$ cat src/u2u_pkg.sv
// Shared types and constants for the UTF-8 to UTF-16 stream decoder.
// No dependencies; imported by every module of the block.
package u2u_pkg;

  typedef enum logic [2:0] {
    ST_OK       = 3'd0,
    ST_STRAY    = 3'd1,
    ST_BAD_LEAD = 3'd2,
    ST_TRUNC    = 3'd3,
    ST_RANGE    = 3'd4,
    ST_SURR     = 3'd5
  } status_t;

  localparam int RQ_DEPTH = 4;
  localparam int RQ_PTR_W = $clog2(RQ_DEPTH);
  localparam int RQ_CNT_W = $clog2(RQ_DEPTH + 1);

  localparam logic [20:0] CP_MAX      = 21'h10ffff;
  localparam logic [20:0] CP_SUPP     = 21'h010000;
  localparam logic [20:0] CP_SURR_LO  = 21'h00d800;
  localparam logic [20:0] CP_SURR_HI  = 21'h00dfff;
  localparam logic [20:0] CP_MIN_2B   = 21'h000080;
  localparam logic [20:0] CP_MIN_3B   = 21'h000800;
  localparam logic [15:0] HI_SURR_TAG = 16'hd800;
  localparam logic [15:0] LO_SURR_TAG = 16'hdc00;

  typedef struct packed {
    logic [15:0] code_unit;
    logic        unit_valid;
    logic        last_of_run;
    logic        string_done;
    status_t     status;
    logic [31:0] fail_offset;
    logic [31:0] unit_count;
  } result_t;

  typedef struct packed {
    logic [1:0] n;
    result_t    r0;
    result_t    r1;
  } push_t;

endpackage

$ cat src/u2u_dec.sv
// Input register and per-byte decode: sequence state, error latch, unit count.
// Depends on u2u_pkg; pushes zero, one or two results per byte to the queue.
module u2u_dec #(
  parameter int OFFSET_WIDTH = 32
) (
  input  logic            clk,
  input  logic            rst,
  input  logic            byte_valid,
  output logic            byte_stall,
  input  logic [7:0]      in_byte,
  input  logic            room,
  output u2u_pkg::push_t  push
);
  import u2u_pkg::*;

  logic                    held;
  logic [7:0]              hold_byte;
  logic [1:0]              pend, pend_next;
  logic [20:0]             cp, cp_next;
  logic [1:0]              cls, cls_next;
  logic [OFFSET_WIDTH-1:0] pos, pos_next;
  logic [OFFSET_WIDTH-1:0] start, start_next;
  logic [31:0]             units, units_next;
  status_t                 err, err_next;
  logic [OFFSET_WIDTH-1:0] eoff, eoff_next;

  logic                    adv;
  logic [20:0]             cp_acc;
  logic [20:0]             cp_min;
  logic [20:0]             cp_off;
  logic [32:0]             sum1, sum2;
  logic [31:0]             units_p1, units_p2;
  status_t                 term_st;
  logic [OFFSET_WIDTH-1:0] term_off;

  assign adv        = held && room;
  assign byte_stall = held && !room;

  always_ff @(posedge clk) begin
    if (rst) begin
      held <= 1'b0;
    end else if (byte_valid && !byte_stall) begin
      held <= 1'b1;
    end else if (adv) begin
      held <= 1'b0;
    end
  end

  always_ff @(posedge clk) begin
    if (byte_valid && !byte_stall) begin
      hold_byte <= in_byte;
    end
  end

  assign cp_acc   = {cp[14:0], hold_byte[5:0]};
  assign cp_off   = cp_acc - CP_SUPP;
  assign sum1     = {1'b0, units} + 33'd1;
  assign sum2     = {1'b0, units} + 33'd2;
  assign units_p1 = sum1[32] ? '1 : sum1[31:0];
  assign units_p2 = sum2[32] ? '1 : sum2[31:0];

  always_comb begin
    case (cls)
      2'd1:    cp_min = CP_MIN_2B;
      2'd2:    cp_min = CP_MIN_3B;
      default: cp_min = CP_SUPP;
    endcase
  end

  always_comb begin
    if (err == ST_OK && pend != 2'd0) begin
      term_st  = ST_TRUNC;
      term_off = start;
    end else begin
      term_st  = err;
      term_off = (err != ST_OK) ? eoff : '0;
    end
  end

  always_comb begin
    pend_next  = pend;
    cp_next    = cp;
    cls_next   = cls;
    pos_next   = pos;
    start_next = start;
    units_next = units;
    err_next   = err;
    eoff_next  = eoff;
    push       = '0;
    if (adv) begin
      if (hold_byte == 8'h00) begin
        push.n                 = 2'd1;
        push.r0.last_of_run    = 1'b1;
        push.r0.string_done    = 1'b1;
        push.r0.status         = term_st;
        push.r0.fail_offset    = 32'(term_off);
        push.r0.unit_count     = units;
        pend_next  = '0;
        cp_next    = '0;
        cls_next   = '0;
        pos_next   = '0;
        start_next = '0;
        units_next = '0;
        err_next   = ST_OK;
        eoff_next  = '0;
      end else begin
        if (!(&pos)) begin
          pos_next = pos + OFFSET_WIDTH'(1);
        end
        if (err == ST_OK) begin
          if (pend == 2'd0) begin
            start_next = pos;
            if (hold_byte inside {[8'h01:8'h7f]}) begin
              push.n              = 2'd1;
              push.r0.code_unit   = {8'h00, hold_byte};
              push.r0.unit_valid  = 1'b1;
              push.r0.last_of_run = 1'b1;
              units_next          = units_p1;
            end else if (hold_byte inside {[8'h80:8'hbf]}) begin
              err_next  = ST_STRAY;
              eoff_next = pos;
            end else if (hold_byte inside {[8'hc0:8'hdf]}) begin
              cp_next   = {16'd0, hold_byte[4:0]};
              cls_next  = 2'd1;
              pend_next = 2'd1;
            end else if (hold_byte inside {[8'he0:8'hef]}) begin
              cp_next   = {17'd0, hold_byte[3:0]};
              cls_next  = 2'd2;
              pend_next = 2'd2;
            end else if (hold_byte inside {[8'hf0:8'hf7]}) begin
              cp_next   = {18'd0, hold_byte[2:0]};
              cls_next  = 2'd3;
              pend_next = 2'd3;
            end else begin
              err_next  = ST_BAD_LEAD;
              eoff_next = pos;
            end
          end else if (hold_byte[7:6] != 2'b10) begin
            err_next  = ST_TRUNC;
            eoff_next = start;
            pend_next = '0;
          end else begin
            cp_next   = cp_acc;
            pend_next = pend - 2'd1;
            if (pend == 2'd1) begin
              if (cp_acc < cp_min) begin
                err_next  = ST_BAD_LEAD;
                eoff_next = start;
              end else if (cp_acc > CP_MAX) begin
                err_next  = ST_RANGE;
                eoff_next = start;
              end else if (cp_acc >= CP_SURR_LO && cp_acc <= CP_SURR_HI) begin
                err_next  = ST_SURR;
                eoff_next = start;
              end else if (cp_acc >= CP_SUPP) begin
                push.n              = 2'd2;
                push.r0.code_unit   = HI_SURR_TAG | {6'd0, cp_off[19:10]};
                push.r0.unit_valid  = 1'b1;
                push.r1.code_unit   = LO_SURR_TAG | {6'd0, cp_off[9:0]};
                push.r1.unit_valid  = 1'b1;
                push.r1.last_of_run = 1'b1;
                units_next          = units_p2;
              end else begin
                push.n              = 2'd1;
                push.r0.code_unit   = cp_acc[15:0];
                push.r0.unit_valid  = 1'b1;
                push.r0.last_of_run = 1'b1;
                units_next          = units_p1;
              end
            end
          end
        end
      end
    end
  end

  always_ff @(posedge clk) begin
    if (rst) begin
      pend  <= '0;
      cp    <= '0;
      cls   <= '0;
      pos   <= '0;
      start <= '0;
      units <= '0;
      err   <= ST_OK;
      eoff  <= '0;
    end else begin
      pend  <= pend_next;
      cp    <= cp_next;
      cls   <= cls_next;
      pos   <= pos_next;
      start <= start_next;
      units <= units_next;
      err   <= err_next;
      eoff  <= eoff_next;
    end
  end

  a_pair_shape: assert property (@(posedge clk) disable iff (rst)
    push.n == 2'd2 |-> push.r0.unit_valid && !push.r0.last_of_run && push.r1.last_of_run)
    else $error("surrogate pair pushed with wrong framing");

  a_term_clears: assert property (@(posedge clk) disable iff (rst)
    adv && hold_byte == 8'h00 |=> pend == 2'd0 && err == ST_OK && units == 32'd0)
    else $error("terminator did not clear string state");

  a_err_sticky: assert property (@(posedge clk) disable iff (rst)
    err != ST_OK && !(adv && hold_byte == 8'h00) |=> $stable(err) && $stable(units))
    else $error("latched error or count changed before terminator");

endmodule

$ cat src/u2u_resq.sv
// Result queue: takes up to two results a cycle, hands out one a cycle unless res_stall holds it.
// Depends on u2u_pkg; decouples the decoder from result-side stalls.
module u2u_resq (
  input  logic             clk,
  input  logic             rst,
  input  u2u_pkg::push_t   push,
  output logic             room,
  output logic             res_valid,
  input  logic             res_stall,
  output u2u_pkg::result_t head
);
  import u2u_pkg::*;

  result_t               entries [RQ_DEPTH];
  logic [RQ_PTR_W-1:0]   rd_ptr, wr_ptr;
  logic [RQ_CNT_W-1:0]   count;
  logic                  pop;

  assign res_valid = count != '0;
  assign pop       = res_valid && !res_stall;
  assign room      = count <= RQ_CNT_W'(RQ_DEPTH - 2);
  assign head      = entries[rd_ptr];

  always_ff @(posedge clk) begin
    if (push.n != 2'd0) begin
      entries[wr_ptr] <= push.r0;
    end
    if (push.n == 2'd2) begin
      entries[wr_ptr + RQ_PTR_W'(1)] <= push.r1;
    end
  end

  always_ff @(posedge clk) begin
    if (rst) begin
      rd_ptr <= '0;
      wr_ptr <= '0;
      count  <= '0;
    end else begin
      wr_ptr <= wr_ptr + RQ_PTR_W'(push.n);
      rd_ptr <= rd_ptr + RQ_PTR_W'(pop);
      count  <= count + RQ_CNT_W'(push.n) - RQ_CNT_W'(pop);
    end
  end

  a_no_overflow: assert property (@(posedge clk) disable iff (rst)
    push.n != 2'd0 |-> room)
    else $error("result pushed without room");

  a_count_bound: assert property (@(posedge clk) disable iff (rst)
    count <= RQ_CNT_W'(RQ_DEPTH))
    else $error("result queue count out of range");

endmodule

$ cat src/utf8_to_utf16_stream_decoder.sv
// Top level of the UTF-8 to UTF-16 stream decoder.
// Depends on u2u_pkg, u2u_dec and u2u_resq.
// Takes one UTF-8 byte per cycle (0 ends a string) and streams UTF-16 units: one
// result per completed BMP codepoint, two (high then low surrogate) above U+FFFF,
// and one done result per terminator carrying status, error offset and unit count.
// Bytes after the first error of a string give no results before its terminator;
// discard the string when the done status is non-zero. A byte is held in the input
// register on acceptance and decoded once the queue has room, its results being
// registered into the queue; the block sustains one byte per cycle and pauses
// input only while its four-entry result queue holds more than two results.
module utf8_to_utf16_stream_decoder #(
  parameter int OFFSET_WIDTH = 32
) (
  input  logic        clk,
  input  logic        rst,
  input  logic        byte_valid,
  output logic        byte_stall,
  input  logic [7:0]  in_byte,
  output logic        res_valid,
  input  logic        res_stall,
  output logic [15:0] code_unit,
  output logic        unit_valid,
  output logic        last_of_run,
  output logic        string_done,
  output logic [2:0]  status,
  output logic [31:0] fail_offset,
  output logic [31:0] unit_count
);
  import u2u_pkg::*;

  push_t   push;
  logic    room;
  result_t head;

  u2u_dec #(
    .OFFSET_WIDTH(OFFSET_WIDTH)
  ) u_dec (
    .clk       (clk),
    .rst       (rst),
    .byte_valid(byte_valid),
    .byte_stall(byte_stall),
    .in_byte   (in_byte),
    .room      (room),
    .push      (push)
  );

  u2u_resq u_resq (
    .clk      (clk),
    .rst      (rst),
    .push     (push),
    .room     (room),
    .res_valid(res_valid),
    .res_stall(res_stall),
    .head     (head)
  );

  assign code_unit    = head.code_unit;
  assign unit_valid   = head.unit_valid;
  assign last_of_run  = head.last_of_run;
  assign string_done  = head.string_done;
  assign status       = head.status;
  assign fail_offset  = head.fail_offset;
  assign unit_count   = head.unit_count;

endmodule
$ cat config.mk
export PLATFORM = sky130hd
export DESIGN_NAME = utf8_to_utf16_stream_decoder
export DESIGN_NICKNAME = d
export VERILOG_FILES = /design/src/u2u_pkg.sv /design/src/u2u_dec.sv /design/src/u2u_resq.sv /design/src/utf8_to_utf16_stream_decoder.sv
export SDC_FILE = /design/constraint.sdc
export NUM_CORES = 1
export LEC_CHECK = 0
export BUFFER_PORTS_ARGS = -buffer_cell sky130_fd_sc_hd__buf_2
export CAP_MARGIN = 20
export CORE_MARGIN = 2
export CORE_UTILIZATION = 39
export CTS_CLUSTER_DIAMETER = 50
export CTS_CLUSTER_SIZE = 8
export DETAILED_ROUTE_END_ITERATION = 10
export HOLD_SLACK_MARGIN = 0.15
export PLACE_DENSITY = 0.59
export SETUP_SLACK_MARGIN = 0.5
export SLEW_MARGIN = 20
export SYNTH_ARGS = -nofsm -noshare
export SYNTH_HDL_FRONTEND = slang
export SYNTH_SLANG_ARGS = --single-unit
export TNS_END_PERCENT = 50
$ cat constraint.sdc
create_clock -name clk -period 5.81 [get_ports clk]
set_input_delay 1.743 -clock clk [delete_from_list [all_inputs] [get_ports clk]]
set_output_delay 1.743 -clock clk [all_outputs]
set_load 0.1 [all_outputs]
==> parameters.txt, run 1 <==
Parameter                              Value

STA
  Final worst-path setup slack ... 1.24 ns
  Final count of negative-setup-slack endpoints ... 0
  Aggregate negative setup slack ... 0 ns
  Final cycle utilization of the critical path ... 0.787
  Worst slew margin relative to its limit ... 0.218
  Max-slew violations ... 0
  Clock Skews ... 0.0246 ns
  RSZ-0062 raised after global routing ... no
  Hold Worst Slack ... 0.447 ns
  Highest achievable clock rate ... 219 MHz
  Hold violation total from the final report ... 0
  Transition at the pin with the smallest max-transition slack ... 1.17 ns
  Min cycle time layout ... 4.57 ns

Floorplan
  Area of the core ... 0.0600 mm2
  I/O pin cnt ... 100
  Height of the die ... 250 um
  Initial Utilization ... 0.392
  Die width ... 250 um
  Die area ... 0.0623 mm2
  Count of standard-cell rows ... 90

Synth
  Total nets after synthesis ... 2792
  Post-synthesis cell count ... 2763
  Proportion of register bits with asynchronous set or reset after synthesis ... 0
  Number of distinct library cells after synthesis ... 81
  Post-Syn Area per Cell ... 8.52 um2
  Primary FF master, synth ... sky130_fd_sc_hd__dfxtp_1
  Number of flip-flops and latches in the synthesized netlist ... 510
  Area of the mapped netlist ... 0.0235 mm2
  Number of flops mapped to enable cells by yosys ... 76
  Cell types with the largest area share after synthesis ... sky130_fd_sc_hd__dfxtp_1 (37%), sky130_fd_sc_hd__nand2_1 (9.9%), sky130_fd_sc_hd__edfxtp_1 (9.7%), sky130_fd_sc_hd__a21oi_1 (9.2%), sky130_fd_sc_hd__mux4_2 (8.2%)
  Warnings from Yosys ... 0
  Top cell type by total area after synthesis ... sky130_fd_sc_hd__dfxtp_1
  Synth top area share ... 0.369
  Share of synthesized area occupied by flip-flops and latches ... 0.466

Cells and area
  Number of standard cells in the layout, taps in and fillers out ... 3543
  Fraction of layout instances using a drive strength above 1 ... 0.136
  Filler Cell Count ... 5753
  Area growth from synthesis to layout ... 13.2%
  Most frequent cells in the layout ... sky130_fd_sc_hd__nand2_1 (617), sky130_fd_sc_hd__a21oi_1 (435), sky130_fd_sc_hd__dfxtp_1 (432), sky130_fd_sc_hd__nor2_1 (214), sky130_fd_sc_hd__nand3_1 (195)
  Layout Utilization ... 0.444
  Leading cell type in the layout, fill and taps excluded ... sky130_fd_sc_hd__nand2_1
  Diode count ... 0
  Number of nets in the layout ... 2768

Placed design
  Number of port buffers ... 99
  Half-perimeter wire length after placement ... 44100 um
  Gp weighted congestion ... 0.901
  Post-Place Worst Slack ... 1.56 ns
  Placed insts ... 3443

Detailed routing
  Number of antenna-violating nets in the routed design ... 0
  Via total after detailed routing ... 20.9k
  Remaining design rule violation count ... 0
  First-pass iteration count of the detailed router ... 6
  Total routed wirelength ... 74900 um
  Detailed Route Iter0 Violations ... 2267
  Average routed wire per standard cell ... 21.1 um
  Ratio of routed vias to standard cells ... 5.89

Clock network
  Num Clock Sinks ... 510
  Clock tree from TritonCTS ... built
  Worst-Skew Late Latency ... 0.61 ns
  Post-CTS Setup Bufs ... 0
  Post_cts resized ... 0
  Maximum buffer depth of the clock tree ... 3
  Cell at the root of the clock tree ... sky130_fd_sc_hd__clkbuf_16
  Number of buffers added by the clock tree synthesis step ... 75
  Number of H-tree levels ... 3
  Clock Pin Slew Worst Setup and Hold Paths ... 0.05 ns
  Count of hold-fix buffers inserted at cts ... 0

Critical path
  Worst-case reg-to-reg path depth ... 9
  Crit-path max FO ... 37
  CP startpoint kind ... flop
  Reg2Reg Launch Point ... u_dec.cp[5]
  Element type at the critical path end ... output port
  Crit path max-delay cell type ... sky130_fd_sc_hd__dfxtp_4
  Critical path data required time ... 4.07 ns
  Top cell family by delay on the critical path ... flip-flops
  Arrival time worst endpoint ... 2.83 ns
  FF-to-FF End ... u_resq.entries[0][52]
  Register-to-register setup slack ... 1.42 ns
  Sequence of cells on the critical path ... buf_12 -> mux4_2 -> buf_2
  Slowest Stage Delay on Critical Path ... 0.92 ns
  Number of buffers and inverters on the critical path ... 2
  Critical path start-end classification ... reg -> out

Global route
  Largest net degree at the start of global routing ... 77
  Global Route Usage Sum ... 0.236
  Wire length of the first global-routing pass ... 117000 um
  Initial antenna violation count ... 0
  Total gr overflow ... 0
  Via count of the first global-routing pass ... 20.3k

Pwr
  Max rail drop VDD ... 0.000218 V
  Logic gate share of total power ... 0.138
  Leakage power total ... 0.00892 uW
  Power share of the sequential group ... 0.417
  Internal ... 6410 uW
  Fraction of power consumed by the clock network ... 0.444
  Proportion of total power due to net switching ... 0.288
  Reported net switching power ... 2600 uW
  Power density of the placed cells ... 338 mW/mm2

Min path
  Startpoint of the most critical hold path ... u_resq.entries[0][53]
  Cell count of the worst hold path ... 2
  Min-Delay Path Class ... reg -> reg
  Hold endpoint ... u_resq.entries[0][53]

Flow run
  MaxCap Viol Count ... 0

Status
  Outcome ... finished clean
==> registers in the layout, summed over array words and instances (netlist names) <==
name             flops
u_dec.eoff          32
u_resq.wr_ptr        2
u_dec.cls            2
u_dec.units         32
u_dec.pend           2
u_dec.pos           32
u_dec.held           1
u_dec.cp            15
u_resq.rd_ptr        2
u_dec.err            3
u_dec.start         32
u_dec.hold_byte      8
u_resq.count         3
u_resq.entries     344
==> per-stage QoR <==
stage               instance area (um2)  power, uW
global route                      26700       9290
CTS                               26600       9080
floorplan                         23500       4720
finish                            26700       9000
detailed placement                24500       5060
global placement                  24500       5050
==> worst max-delay path by stage <==
| stage | from | endpoint | slack (ns) | depth (start not counted) |
|---|---|---|---|---|
| after floorplan | u_resq.rd_ptr[1] | fail_offset[26] | 1.69 | 4 |
| after global placement | u_dec.pend[0] | u_resq.entries[1][55] | 1.72 | 13 |
| after detailed placement | u_dec.cp[5] | u_resq.entries[0][33] | 1.56 | 9 |
| after CTS | u_resq.rd_ptr[1] | string_done | 1.18 | 3 |
| after global routing | u_resq.rd_ptr[1] | string_done | 1.09 | 3 |
| final | u_resq.rd_ptr[1] | string_done | 1.24 | 3 |
==> routing by layer <==
metal / up-vias / part of all wire / GRT usage / wire length, um
met5: - / 0 / 0 / 0
met4: 0 / 0.025 / 0.0864 / 1900
met3: 120 / 0.078 / 0.0377 / 5860
met2: 929 / 0.48 / 0.393 / 36100
met1: 10200 / 0.41 / 0.309 / 31100
li1: 9635 / - / - / -
==> cell usage after synthesis, types with 4 or more instances <==
master and n:
sky130_fd_sc_hd__mux4_2 86, sky130_fd_sc_hd__nand2_2 11, sky130_fd_sc_hd__and3_1 14, sky130_fd_sc_hd__buf_2 36, sky130_fd_sc_hd__xnor2_1 14, sky130_fd_sc_hd__nand2_1 618
sky130_fd_sc_hd__a32o_1 17, sky130_fd_sc_hd__nor3_1 21, sky130_fd_sc_hd__a221o_1 7, sky130_fd_sc_hd__dfxtp_1 434, sky130_fd_sc_hd__a22oi_1 32, sky130_fd_sc_hd__mux2i_1 6
sky130_fd_sc_hd__a211oi_1 10, sky130_fd_sc_hd__inv_1 28, sky130_fd_sc_hd__o31ai_1 13, sky130_fd_sc_hd__a22o_1 6, sky130_fd_sc_hd__ha_1 16, sky130_fd_sc_hd__a31oi_1 8
sky130_fd_sc_hd__or3_1 12, sky130_fd_sc_hd__nand3_1 195, sky130_fd_sc_hd__xor2_1 19, sky130_fd_sc_hd__and2_1 10, sky130_fd_sc_hd__buf_1 25, sky130_fd_sc_hd__o21ai_0 64
sky130_fd_sc_hd__a21oi_1 435, sky130_fd_sc_hd__o21a_1 4, sky130_fd_sc_hd__nand4_1 23, sky130_fd_sc_hd__edfxtp_1 76, sky130_fd_sc_hd__a21oi_2 12, sky130_fd_sc_hd__or4_1 4
sky130_fd_sc_hd__nor2_1 218, sky130_fd_sc_hd__clkbuf_1 173, sky130_fd_sc_hd__o41ai_1 5, sky130_fd_sc_hd__o211ai_1 8, sky130_fd_sc_hd__nand2b_1 12, sky130_fd_sc_hd__and4_1 5
sky130_fd_sc_hd__nor4_1 11, sky130_fd_sc_hd__nor2b_1 14
==> cells by family (layout without fill, tap and decap cells) <==
family	after synthesis	in the layout	share of synthesized area
adders and majority gates	17	17	0.00935
buffers and inverters	269	267	0.0464
and+or+nand+nor	1184	1184	0.218
muxes	94	94	0.0858
DFF	510	510	0.466
xor gates and xnor gates	33	33	0.0123
AOI/OAI and AO/OA	656	656	0.162
==> power groups by stage <==
| stage | Combinational, uW | Clock, uW | Sequential (uW) |
|---|---|---|---|
| floorplan | 1010 | 0 | 3710 |
| global placement | 1230 | 0 | 3820 |
| detailed placement | 1240 | 0 | 3830 |
| CTS | 1240 | 4080 | 3760 |
| global route | 1300 | 4230 | 3760 |
| finish | 1240 | 4000 | 3760 |
==> final cells by class <==
| cell class | count | area (um2) | share of cell area |
|---|---|---|---|
| Tap cell | 782 | 978 | 0.0367 |
| Multi-Input combinational cell | 1984 | 11600 | 0.435 |
| Inverter | 28 | 105 | 0.00394 |
| Timing Repair Buffer | 140 | 876 | 0.0329 |
| Sequential cell | 510 | 11000 | 0.412 |
| Clock buffer | 91 | 1990 | 0.0746 |
| Clock inverter | 8 | 131 | 0.00493 |
==> tightest hold or removal path, delay by kind of cell, from the launching register on <==
kind,cells,cell delay [ns]
AO/OA/AOI/OAI,1,0.05
AND/OR/NAND/NOR,1,0.05
flip-flops,1,0.30
No activity file was read; power rests on OpenSTA's default activity.
==> inputs of run 2 (changes only) <==
ABC_AREA = 1   (was unset)
PLACE_DENSITY = 0.61   (was 0.59)
clock period = 3.9 ns   (was 5.81 ns; I/O delays follow)
==> run 2 against run 1 <==
  * Core utilization grew 3.3 points
  * Combinational power grew to 10 times the previous value
  * Power grew to 2.9 times the previous value
  * Clock skew grew 0.0049 ns
  * Area after synthesis grew 7.6%
==> parameters.txt, run 2 <==
Parameter                              Value

Cells and area
  Final standard cell area without fillers ... 0.0307 mm2 (+15%)
  Diode count ... 0 (unchanged)
  Register area ... 0.0110 mm2 (unchanged)
  Area of combinational cells with multiple inputs ... 0.0128 mm2 (+10%)
  Number of nets in the layout ... 3610 (+30%)
  Flip-flop count of the largest register after layout ... 344 (unchanged)
  Most frequent cells in the layout ... sky130_fd_sc_hd__nor2_1 (727), sky130_fd_sc_hd__o21ai_0 (519), sky130_fd_sc_hd__nand2_1 (506), sky130_fd_sc_hd__dfxtp_1 (432), sky130_fd_sc_hd__a21oi_1 (257)
  Area growth from synthesis to layout ... 21.3%
  Filler Cell Count ... 6261 (+8.8%)
  Fraction of layout instances using a drive strength above 1 ... 0.111 (-0.0249)
  Leading cell type in the layout, fill and taps excluded ... sky130_fd_sc_hd__nor2_1
  Register with the highest flop count ... u_resq.entries

Floorplan
  Die area ... 0.0670 mm2 (+7.5%)
  Die width ... 259 um (+3.7%)
  Height of the die ... 259 um (+3.7%)
  I/O pin cnt ... 100 (unchanged)
  Area of the core ... 0.0643 mm2 (+7.2%)
  Initial Utilization ... 0.394 (+0.00133)
  Count of standard-cell rows ... 93 (+3.3%)

Placed design
  Gp weighted congestion ... 0.967 (+7.3%)
  Placed cell area ... 0.0280 mm2 (+14%)
  Number of port buffers ... 99 (unchanged)
  Half-perimeter wire length after placement ... 53200 um (+21%)

Critical path
  Register-to-register setup slack ... 0.75 ns (-0.67 ns)
  Critical path data required time ... 2.73 ns (-1.34 ns)
  Crit-path max FO ... 38 (+2.7%)
  Crit path max-delay cell type ... sky130_fd_sc_hd__bufbuf_16
  Most frequent cell on the critical path ... sky130_fd_sc_hd__buf_12
  Element type at the critical path end ... output port
  Number of buffers and inverters on the critical path ... 3 (+1)
  Critical path start-end classification ... reg -> out
  Top cell family by delay on the critical path ... buffers and inverters
  Slowest Stage Delay on Critical Path ... 0.39 ns (-0.53 ns)
  Arrival time worst endpoint ... 2.22 ns (-0.61 ns)
  CP startpoint kind ... flop
  Sequence of cells on the critical path ... buf_12 -> bufbuf_16 -> o21ai_0 -> o22ai_1 -> buf_12

STA
  Hold violation total from the final report ... 0 (unchanged)
  RSZ-0062 raised after global routing ... yes
  Transition at the pin with the smallest max-transition slack ... 0.928 ns (-0.246 ns)
  Clock Skews ... 0.0295 ns (+0.00493 ns)
  Max-slew violations ... 0 (unchanged)
  Highest achievable clock rate ... 295 MHz
  Final cycle utilization of the critical path ... 0.870
  Worst slew margin relative to its limit ... 0.376 (+0.158)
  Min cycle time layout ... 3.39 ns
  Aggregate negative setup slack ... 0 ns (unchanged)
  Final count of negative-setup-slack endpoints ... 0 (unchanged)

Synth
  Total nets after synthesis ... 3604 (+29%)
  Post-Syn Area per Cell ... 7.08 um2 (-17%)
  Top cell type by total area after synthesis ... sky130_fd_sc_hd__dfxtp_1
  Proportion of register bits with asynchronous set or reset after synthesis ... 0 (unchanged)
  Cell types with the largest area share after synthesis ... sky130_fd_sc_hd__dfxtp_1 (34%), sky130_fd_sc_hd__nor2_1 (11%), sky130_fd_sc_hd__o21ai_0 (10%), sky130_fd_sc_hd__edfxtp_1 (9.0%), sky130_fd_sc_hd__nand2_1 (7.5%)
  Most common cell in the synthesized netlist ... sky130_fd_sc_hd__nor2_1
  Area of the mapped netlist ... 0.0253 mm2 (+7.6%)
  Warnings from Yosys ... 0 (unchanged)
  Most common library cells after synthesis ... sky130_fd_sc_hd__nor2_1 (729), sky130_fd_sc_hd__o21ai_0 (520), sky130_fd_sc_hd__nand2_1 (507)
  Number of flip-flops and latches in the synthesized netlist ... 510 (unchanged)
  Number of flops mapped to enable cells by yosys ... 76 (unchanged)
  Share of synthesized area occupied by flip-flops and latches ... 0.433 (-0.0328)
  Synth top area share ... 0.343 (-0.0260)
  Number of distinct library cells after synthesis ... 51 (-37%)
  Post-synthesis cell count ... 3575 (+29%)
  Primary FF master, synth ... sky130_fd_sc_hd__dfxtp_1

Detailed routing
  Average routed wire per standard cell ... 19.2 um (-9.2%)
  Wl on met1 ... 38500 um (+24%)
  Remaining design rule violation count ... 0 (unchanged)
  Number of antenna-violating nets in the routed design ... 0 (unchanged)
  Ratio of routed vias to standard cells ... 5.58 (-5.2%)
  Detailed Route Iter0 Violations ... 2579 (+14%)
  Routed met3 length ... 7040 um (+20%)
  Top layer reached by signal wires ... met4
  Total routed wirelength ... 85800 um (+14%)
  Wire length on met2 ... 37900 um (+5.1%)
  Via total after detailed routing ... 24.9k (+20%)
  First-pass iteration count of the detailed router ... 6 (unchanged)

Global route
  Total gr overflow ... 0 (unchanged)
  Largest net degree at the start of global routing ... 89 (+16%)
  Via count of the first global-routing pass ... 23.0k (+13%)
  Wire length of the first global-routing pass ... 134000 um (+14%)
  Global Route Usage Sum ... 0.250 (+0.0146)
  Initial antenna violation count ... 0 (unchanged)

Clock network
  Num Clock Sinks ... 510 (unchanged)
  Clock tree from TritonCTS ... built
  Cell at the root of the clock tree ... sky130_fd_sc_hd__clkbuf_16
  Clock Pin Slew Worst Setup and Hold Paths ... 0.05 ns (about the same)
  Maximum buffer depth of the clock tree ... 3 (unchanged)
  Number of H-tree levels ... 3 (unchanged)
  Number of buffers added by the clock tree synthesis step ... 79 (+5.3%)
  Worst-Skew Late Latency ... 0.62 ns (about the same)

Flow run
  MaxCap Viol Count ... 0 (unchanged)

Min path
  Min-Delay Path Class ... reg -> reg

Pwr
  Power density of the placed cells ... 854 mW/mm2 (+150%)
  Max rail drop VDD ... 0.000842 V (+290%)
  Leakage power total ... 0.0124 uW (+39%)

Status
  Outcome ... finished clean
-- run 2: worst paths after layout --
| check | startpoint | endpoint | depth (start not counted) |
|---|---|---|---|
| worst max-delay path | u_resq.rd_ptr[0] | unit_count[8] | 5 |
| worst min-delay path | u_resq.entries[3][67] | u_resq.entries[3][67] | 2 |
| worst max register to register | u_dec.hold_byte[4] | u_resq.entries[3][79] | 14 |
| worst min register to register | u_resq.entries[3][67] | u_resq.entries[3][67] | 2 |
-- run 2: per-stage QoR --
step                      hold slack (ns)  setup slack [ns]  power, uW  utilization  instances
final                               0.449             0.507      26200        0.477       4467
after global routing                0.474             0.476      27200        0.477       4467
after CTS                           0.450             0.484      26200        0.476       4465
after detailed placement            0.438             0.796      19300        0.435       4343
after global placement              0.432             0.820      19200        0.435       4343
after floorplan                     0.414            0.0476      15000            -       3575
-- run 2: area by class of cell --
class,instances,share of cell area
Clock buffer,97,0.0686
Clock inverter,15,0.00802
Inverter,216,0.0269
Multi-Input combinational cell,2592,0.415
Sequential cell,510,0.357
Tap cell,855,0.0348
Timing Repair Buffer,180,0.0883
Timing Repair inverter,2,0.000570
-- run 2: power by group --
part,total [uW],leakage (uW),switching (uW),internal [uW]
combinational,12900,0.00705,8680,4240
sequential,6810,0.00425,501,6310
clock,6490,0.00114,2450,4040
total,26200,0.0124,11600,14600
-- run 2: cells by family after synthesis --
group	after synthesis	share of synthesized area
fa+ha+maj	17	0.00870
xor+xnor	57	0.0197
buf+inv	473	0.0782
simple gates	1556	0.256
flops	510	0.433
compound gates	962	0.204
-- run 2: layer usage --
metal  track usage  up-vias
li1              -    12000
met1         0.351    11800
met2         0.383     1031
met3        0.0470      145
met4        0.0915        0
met5             0        -
-- run 2: worst min-delay path, cell delays in order (launching register included) --
cell	delay (ns)
sky130_fd_sc_hd__dfxtp_1	0.31
sky130_fd_sc_hd__nand2_1	0.06
sky130_fd_sc_hd__nand2_1	0.04
-- run 2: repair_timing --
action                                 CTS  global route
gates cloned                             6             1
setup buffers                            4             0
endpoints found under the hold margin    0             0
pin swaps                                1             1
gates resized for setup                 14            12
hold buffers                             0             0
setup endpoints to repair               86            33
